[src/design/xyzc_pkg.sv]
`timescale 1ns / 1ps
`default_nettype none
// ----------------------------------------------------------------------------
// xyzc_pkg
// Shared widths, types and register codes of the chromaticity to RGB converter.
// ----------------------------------------------------------------------------
package xyzc_pkg;

    // Fraction bits of every register, input and output value.
    localparam int FRAC_BITS = 16;

    // Cross products are floored by this many bits when they would grow too wide.
    localparam int DOT_SHIFT = (3 * FRAC_BITS > 59) ? (3 * FRAC_BITS - 59) : 0;

    // Datapath widths.
    localparam int VEC_W   = FRAC_BITS + 2;          // x, y and 1 - x - y, signed
    localparam int CROSS_W = 2 * VEC_W;              // one cross product term, signed
    localparam int ROW_W   = CROSS_W - DOT_SHIFT;    // matrix element, signed
    localparam int DPROD_W = ROW_W + VEC_W;          // element times vector component
    localparam int DOT_W   = DPROD_W + 2;            // row applied to a vector, signed
    localparam int NUM1_W  = FRAC_BITS + DOT_W;      // white_y times dot magnitude
    localparam int QUO1_W  = FRAC_BITS + 31;         // channel magnitude before fixes
    localparam int DIV1_W  = DOT_W + QUO1_W;         // first divider working width
    localparam int CH_W    = FRAC_BITS + 32;         // signed channel
    localparam int QUO2_W  = FRAC_BITS + 1;          // normalized channel
    localparam int DIV2_W  = CH_W + QUO2_W;          // second divider working width
    localparam int OUT_W   = FRAC_BITS + 1;

    // Element types.
    typedef logic signed [VEC_W-1:0]   t_vcomp;
    typedef logic signed [CROSS_W-1:0] t_cross;
    typedef logic signed [ROW_W-1:0]   t_row;
    typedef logic signed [DPROD_W-1:0] t_dprod;
    typedef logic signed [DOT_W-1:0]   t_dot;
    typedef logic signed [CH_W-1:0]    t_ch;

    // Configuration register indexes.
    typedef enum logic [2:0] {
        CFG_RED_X   = 3'd0,
        CFG_RED_Y   = 3'd1,
        CFG_GREEN_X = 3'd2,
        CFG_GREEN_Y = 3'd3,
        CFG_BLUE_X  = 3'd4,
        CFG_BLUE_Y  = 3'd5,
        CFG_WHITE_X = 3'd6,
        CFG_WHITE_Y = 3'd7
    } t_cfg_idx;

    // Configured primaries and white point.
    typedef struct packed {
        logic [FRAC_BITS-1:0] red_x;
        logic [FRAC_BITS-1:0] red_y;
        logic [FRAC_BITS-1:0] green_x;
        logic [FRAC_BITS-1:0] green_y;
        logic [FRAC_BITS-1:0] blue_x;
        logic [FRAC_BITS-1:0] blue_y;
        logic [FRAC_BITS-1:0] white_x;
        logic [FRAC_BITS-1:0] white_y;
    } t_cfg;

    // Input transaction payload.
    typedef struct packed {
        logic [FRAC_BITS-1:0] chroma_x;
        logic [FRAC_BITS-1:0] chroma_y;
        logic [FRAC_BITS-1:0] chroma_z;
    } t_item;

    // Result transaction payload.
    typedef struct packed {
        logic [OUT_W-1:0] red_out;
        logic [OUT_W-1:0] green_out;
        logic [OUT_W-1:0] blue_out;
        logic             invalid;
    } t_result;

    // Rescales a reset value given for 16 fraction bits.
    function automatic logic [FRAC_BITS-1:0] rst16(input logic [63:0] v);
        return FRAC_BITS'((v << FRAC_BITS) >> 16);
    endfunction

    // Third component of a chromaticity vector: 1 - x - y.
    function automatic t_vcomp vec_z(input logic [FRAC_BITS-1:0] x,
                                     input logic [FRAC_BITS-1:0] y);
        logic [VEC_W-1:0] one_v;
        one_v = VEC_W'(1) << FRAC_BITS;
        return $signed(one_v - {2'b00, x} - {2'b00, y});
    endfunction

    // A chromaticity coordinate as a signed vector component.
    function automatic t_vcomp vec_c(input logic [FRAC_BITS-1:0] x);
        return $signed({2'b00, x});
    endfunction

endpackage
`default_nettype wire

[src/design/xyzc_norm.sv]
`timescale 1ns / 1ps
`default_nettype none
// ----------------------------------------------------------------------------
// xyzc_norm
// Signs the channels, adds white to lift negatives and prepares the division
// that brings the largest channel down to one.
// ----------------------------------------------------------------------------
module xyzc_norm (
    input  wire logic                                   i_clk,
    input  wire logic                                   i_rst_n,
    input  wire logic                                   i_valid,
    input  wire logic [2:0][xyzc_pkg::QUO1_W-1:0]       i_quo,
    input  wire logic [2:0]                             i_neg,
    input  wire logic                                   i_bad,
    output logic                                        o_valid,
    output logic [2:0][xyzc_pkg::DIV2_W-1:0]            o_num,
    output logic [2:0][xyzc_pkg::CH_W-1:0]              o_den,
    output logic                                        o_bad
);

    logic [3:0] r_valid;
    logic [3:0] r_bad;
    xyzc_pkg::t_ch            r1_ch [3];
    logic [xyzc_pkg::CH_W-1:0] r2_sh [3];
    logic [xyzc_pkg::CH_W-1:0] r3_sh [3];
    logic [xyzc_pkg::CH_W-1:0] r3_top;
    logic                      r3_big;
    xyzc_pkg::t_ch             c_low;
    logic [xyzc_pkg::CH_W-1:0] c_top;

    always_ff @(posedge i_clk) begin
        if (!i_rst_n) begin
            r_valid <= '0;
        end else begin
            r_valid <= {r_valid[2:0], i_valid};
        end
    end

    // Most negative channel, zero if none is negative.
    always_comb begin
        c_low = '0;
        for (int k = 0; k < 3; k++) begin
            if (r1_ch[k] < c_low) begin
                c_low = r1_ch[k];
            end
        end
    end

    // Largest channel after the white lift.
    always_comb begin
        c_top = '0;
        for (int k = 0; k < 3; k++) begin
            if (r2_sh[k] > c_top) begin
                c_top = r2_sh[k];
            end
        end
    end

    always_ff @(posedge i_clk) begin
        r_bad <= {r_bad[2:0], i_bad};
        for (int k = 0; k < 3; k++) begin
            // Stage 1: apply the sign.
            r1_ch[k] <= i_neg[k] ? -xyzc_pkg::t_ch'(i_quo[k]) : xyzc_pkg::t_ch'(i_quo[k]);
            // Stage 2: lift by the most negative channel.
            r2_sh[k] <= xyzc_pkg::CH_W'(r1_ch[k] - c_low);
            // Stage 3: hold the lifted channel next to the maximum.
            r3_sh[k] <= r2_sh[k];
            // Stage 4: divide by the maximum only when it exceeds one.
            o_num[k] <= r3_big ? (xyzc_pkg::DIV2_W'(r3_sh[k]) << xyzc_pkg::FRAC_BITS)
                               : xyzc_pkg::DIV2_W'(r3_sh[k]);
            o_den[k] <= r3_big ? r3_top : xyzc_pkg::CH_W'(1);
        end
        r3_top <= c_top;
        r3_big <= (c_top > (xyzc_pkg::CH_W'(1) << xyzc_pkg::FRAC_BITS));
    end

    assign o_valid = r_valid[3];
    assign o_bad   = r_bad[3];

endmodule
`default_nettype wire

[config.mk]
export PLATFORM = sky130hd
export DESIGN_NAME = xyzc_norm
export DESIGN_NICKNAME = d
export VERILOG_FILES = /design/src/design/xyzc_pkg.sv /design/src/design/xyzc_norm.sv
export SDC_FILE = /design/constraint.sdc
export NUM_CORES = 2
export LEC_CHECK = 0
export BUFFER_PORTS_ARGS = -buffer_cell sky130_fd_sc_hd__buf_2
export CAP_MARGIN = 20
export CORE_MARGIN = 4
export CORE_UTILIZATION = 60
export CTS_BUF_LIST = sky130_fd_sc_hd__clkbuf_4
export CTS_CLUSTER_DIAMETER = 100
export DETAILED_ROUTE_END_ITERATION = 16
export GPL_TIMING_DRIVEN = 0
export PLACE_DENSITY = 0.83
export SLEW_MARGIN = 15
export SYNTH_ARGS = -nofsm -noshare
export SYNTH_HDL_FRONTEND = slang
export SYNTH_SLANG_ARGS = --single-unit
[constraint.sdc]
create_clock -name i_clk -period 19.15 [get_ports i_clk]
set_clock_uncertainty 0.1 [all_clocks]
set_input_delay 0.9575 -clock i_clk [delete_from_list [all_inputs] [get_ports i_clk]]
set_output_delay 0.9575 -clock i_clk [all_outputs]
set_load 0.005 [all_outputs]
# Word level (Yosys, flattened, before mapping)
# Memories as Yosys holds them, arrays and structs flattened.
# Cells that the tools add are included.
[classes]
n_addsub = 6
magnitude_cmp = 7
mux = 12
[ops]
columns = ["cell", "n"]
rows = [
  ["two-way mux 48 bit", 12],
  ["negator 47 -> 48 bit", 3],
  ["subtractor 48 bit", 3],
  ["> comparator 48 bit", 2],
  ["< comparator 48 bit", 2],
  ["> comparator 48 x 1 -> 1 bit (second input constant)", 1],
  ["> comparator 48 x 17 -> 1 bit (second input constant)", 1],
  ["< comparator 48 x 1 -> 1 bit (second input constant)", 1],
]
[word_totals]
ram_bits = 432
register_bits = 297
in_bits = 148
n_memories = 3
output_inout_bits = 341
wordCells = 42
[mem_list]
columns = ["memory", "depth", "width", "read_ports", "rd_ports_with_merged_regs", "write_ports", "line_no", "source"]
rows = [
  ["r1_ch", 3, 48, 3, 0, 3, "xyzc_norm.sv:23", "xyzc_pkg::t_ch r1_ch [3];"],
  ["r2_sh", 3, 48, 3, 0, 3, "xyzc_norm.sv:24", "logic [xyzc_pkg::CH_W-1:0] r2_sh [3];"],
  ["r3_sh", 3, 48, 3, 0, 3, "xyzc_norm.sv:25", "logic [xyzc_pkg::CH_W-1:0] r3_sh [3];"],
]

# Depth between registers and ports, before layout
# An unclocked memory read counts as a cell.
[depth]
ltp_word = 8
mapped_depth = 43
ltp_nobuf = 35

# Least setup slack after synthesis
# No wires, ideal clock.
[synth_path]
path_kind = "register to register"
start = "memory r1_ch[0][47] (netlist name)"
end = "memory r2_sh[0][88] (netlist name)"
setup_slack_ps = 9452
n_path_buf = 8
arrival_time_ps = 9477
stages_incl_launch_ff = 42
required_ps = 18929
synth_period_minus_slack_ps = 9698
setup_ps = 121
path_cell_list = "dfxtp_1 clkbuf_1 clkbuf_1 clkbuf_1 buf_1 inv_1 ha_1 nand4_1 or4_1 a2111oi_0 o21ai_0 o311ai_1 clkbuf_1 buf_1 a31oi_1 ha_1 nand4_1 nor4_1 [6 not listed] buf_1 buf_1 a311oi_1 a21oi_1 ha_1 inv_1 fa_1 a21o_1 a21o_1 a2111oi_0 o31ai_1 or3b_2 a21oi_1 o21bai_1 a21oi_1 o41ai_1 mux2i_1 nand2_1"
[synth_lines]
columns = ["item", "line_no"]
rows = [
  ["start: declaration", "xyzc_norm.sv:23"],
  ["end: declaration", "xyzc_norm.sv:24"],
]

==> reports/summary.md <==
### Logic synthesis
• sky130_fd_sc_hd__dfxtp_1, sky130_fd_sc_hd__ha_1, sky130_fd_sc_hd__a21oi_1 — most numerous cell types in the synthesized netlist
• sky130_fd_sc_hd__dfxtp_1 — most common cell in the netlist
• 0% — Async S/R FF share, synth
• 729 — number of synthesized register bits
• 41.0% — post-synthesis sequential area ratio
• sky130_fd_sc_hd__dfxtp_1 — most used flip-flop cell after synthesis
• 41.0% — post-synth top area share
• 35600 um^2 — netlist area before placement
• 70 — count of cell types in the netlist
• sky130_fd_sc_hd__dfxtp_1 — leading area contributor after synthesis
• sky130_fd_sc_hd__dfxtp_1, sky130_fd_sc_hd__ha_1, sky130_fd_sc_hd__xnor2_1 — cell types with the largest area share after synthesis
• 9.40 um^2 — Post-Synthesis Mean Instance Area
• 3790 — number of cells produced by synthesis
• 0 — number of flops mapped to enable cells by yosys
• 0 — number of warning messages in the yosys log

### Global route
• 36.0% — GRT Resource Usage Total
• 0 — global route overflow
• 8 — number of antenna violations at the first check in global routing
• 30000 — via count of the first global-routing pass
• 174000 um — first-pass GRT wire length
• 17 — pin count of the biggest net entering global routing

### Routing
• 21.8 um — post-DR wirelength/cell
• 5.78 — Vias/cell
• 31400 — total via count after detailed routing
• 0 — remaining antenna violation count
• 118000 um — wire length reported by the detailed router
• 0 — Remaining DRCs
• 8 — total iterations of the first detailed-routing run
• 2808 — number of violations reported at the end of detailed-routing iteration 0

### Worst setup path
• r1_ch[0][47] — launching point of the worst reg2reg path
• reg -> reg — crit path kind
• 15.40 ns — Critical Path AT
• flip-flop — Startpoint Class
• sky130_fd_sc_hd__a2111oi_1 — slowest library cell on the worst path
• 10 — largest driver fanout on the critical path
• 0.96 ns — delay of the slowest cell on the worst path
• 19.88 ns — data required time at the worst endpoint
• 41 — R2R cell count
• r2_sh[0][88] — worst r2r dst
• flip-flop — CP endpoint kind
• 4.48 ns — worst-case register-to-register setup slack

### Placement
• 484 — input/output buffers
• 95400 um — half-perimeter wire length after detailed placement
• 0.990 — placer's final routability congestion estimate
• 5049 — cell count after placement

### Clock network
• 1.03 ns — clk_lat worst skew
• 729 — CTS sink count
• sky130_fd_sc_hd__clkbuf_4 — root buffer selected by CTS
• 0.07 ns — clk slew on worst S/H paths
• 3 — clk buf depth
• 169 — Num CTS Buffers
• yes — clock tree from TritonCTS
• 4 — depth of the CTS H-tree

### Outcome
• complete, no violations — outcome

### Timing
• false — unrepaired setup endpoints after global routing
• 21.9% — worst max-slew margin expressed relative to the limit
• 1.17 ns — measured slew at the worst slew-check pin
• 0 — fin. max-slew vios
• 76.6% — final cycle utilization of the critical path
• 0 — Final Setup Violations
• 0 ns — final-layout setup total negative slack
• 0 — hold violation count in the final report
• 14.67 ns — shortest clock period the worst path allows after layout
• 68.2 MHz — highest clock rate

### Min path
• r1_ch[0][32] — sink of the worst hold path
• 2 — Worst Hold Path Cells
• i_quo[32] — min-delay src
• in -> reg — Worst Hold Class

### Power and ir drop
• 0.0193 uW — standby leakage power
• 210 nW/um^2 — power per unit of standard cell area
• 0.196 mV — Peak supply drop

### Finish
• 18.2% — area grow syn2layout
• 5435 — Finished Layout Cells
• 22.0% — fraction of layout cells with a size suffix above 1
• 5019 — final net count
• 4426 — number of fill cells

### Die
• 63300 um^2 — die area
• 58900 um^2 — floorplan core area
• 252 um — Horiz. Die Dim
• 489 — ports placed on the boundary
• 252 um — die height
• 89 — std cell rows
• 60.5% — starting density of the core

### Job
• 0 — # Max-Cap Violations

-- repair_timing --
action                                 4_1_cts  5_1_grt
buffers inserted                             0        0
gates resized for setup                      0        0
hold buffers                                87        0
endpoints found under the hold margin       89        0
-- layout make-up --
| class | count | area (um^2) | share of cell area [%] |
|---|---|---|---|
| Buffer | 220 | 1200 | 2.85 |
| Clock buffer | 249 | 1870 | 4.44 |
| Sequential cell | 729 | 14600 | 34.7 |
| Timing Repair Buffer | 571 | 3290 | 7.83 |
| Tap cell | 773 | 967 | 2.30 |
| Antenna cell | 7 | 17.5 | 0.0416 |
| Inverter | 211 | 792 | 1.88 |
| Multi-Input combinational cell | 2632 | 19100 | 45.3 |
| Clock inverter | 43 | 297 | 0.705 |
-- report_power, final --
group	internal [uW]	switching, uW	total [uW]
Sequential	2230	693	2930
Combinational	2000	2680	4680
Clock	629	608	1240
-- logic make-up (layout without fill, tap and decap cells) --
family,after synthesis,count (layout),share of synthesized area [%]
AO/OA/AOI/OAI,866,866,15.4
XOR/XNOR,256,256,6.33
adder cells (fa/ha/maj),337,337,11.9
buffers and inverters,431,1294,5.59
flip-flops,729,729,41.0
multiplexers,148,148,4.67
other,1,10,0.0105
AND/OR/NAND/NOR,1022,1022,15.1
-- placed cells by master (no fill, tap or decap), types with 50 or more instances in the layout --
master and instances:
sky130_fd_sc_hd__nand3_1 59, sky130_fd_sc_hd__a21oi_1 227, sky130_fd_sc_hd__a31oi_1 103, sky130_fd_sc_hd__and2_1 154, sky130_fd_sc_hd__o31ai_1 50, sky130_fd_sc_hd__a21o_1 111
sky130_fd_sc_hd__nand4_1 57, sky130_fd_sc_hd__inv_1 211, sky130_fd_sc_hd__nor3_1 94, sky130_fd_sc_hd__nor2_1 177, sky130_fd_sc_hd__o21ai_0 183, sky130_fd_sc_hd__ha_1 334
sky130_fd_sc_hd__buf_2 484, sky130_fd_sc_hd__mux2_2 144, sky130_fd_sc_hd__and3_1 57, sky130_fd_sc_hd__xnor2_1 215, sky130_fd_sc_hd__nor2b_1 76, sky130_fd_sc_hd__buf_4 99
sky130_fd_sc_hd__dlygate4sd3_1 87, sky130_fd_sc_hd__dfxtp_1 729, sky130_fd_sc_hd__clkbuf_4 249, sky130_fd_sc_hd__clkbuf_1 101, sky130_fd_sc_hd__nand2_1 187
-- through the flow --
step | total power (uW) | worst slack [ns] | hold slack (ns) | util [%] | area [um^2]
after CTS | 8720 | 4.53 | 0.000865 | 71.4 | 42100
after detailed placement | 7450 | 4.62 | 0.214 | 66.2 | 39000
final | 8840 | 4.48 | 0.108 | 71.4 | 42100
after global placement | 7400 | 4.38 | 0.211 | 66.2 | 39000
after global routing | 9370 | 3.87 | 0.0585 | 71.4 | 42100
after floorplan | 5620 | 9.45 | 0.210 | - | 35600
-- flip-flops by register name, summed over array words and instances (netlist names), 4 cells and up --
register  cells
r_bad         4
r1_ch       144
r3_top       48
r2_sh       144
r3_sh       144
o_den        48
o_num       192
r_valid       4
-- worst max-delay path by stage --
stage	slack (ns)	cells after the start	startpoint	to
finish	4.48	41	r1_ch[0][47]	r2_sh[0][88]
global route	3.87	39	r1_ch[0][47]	r2_sh[0][46]
CTS	4.53	41	r1_ch[0][47]	r2_sh[0][88]
detailed placement	4.62	41	r1_ch[0][47]	r2_sh[0][88]
global placement	4.38	41	r1_ch[0][47]	r2_sh[0][88]
floorplan	9.45	41	r1_ch[0][47]	r2_sh[0][88]
-- per-layer routing --
| layer | up-vias | GRT usage, % | share of wire (%) |
|---|---|---|---|
| met2 | 1624 | 57.3 | 44 |
| met4 | 4 | 22.8 | 6.8 |
| met5 | - | 0 | 0.021 |
| met3 | 340 | 7.62 | 9.0 |
| li1 | 14900 | - | - |
| met1 | 14500 | 44.8 | 40 |
-- critical path: cells and delay by family, from the launching register on --
family,cells,cell delay [ns]
xor gates and xnor gates,1,0.20
DFF,1,0.30
and+or+nand+nor,8,2.20
AOI/OAI and AO/OA,16,5.56
buffers and inverters,11,4.49
adders and majority gates,4,1.35
muxes,1,0.24
(Power assumes the default switching activity.)
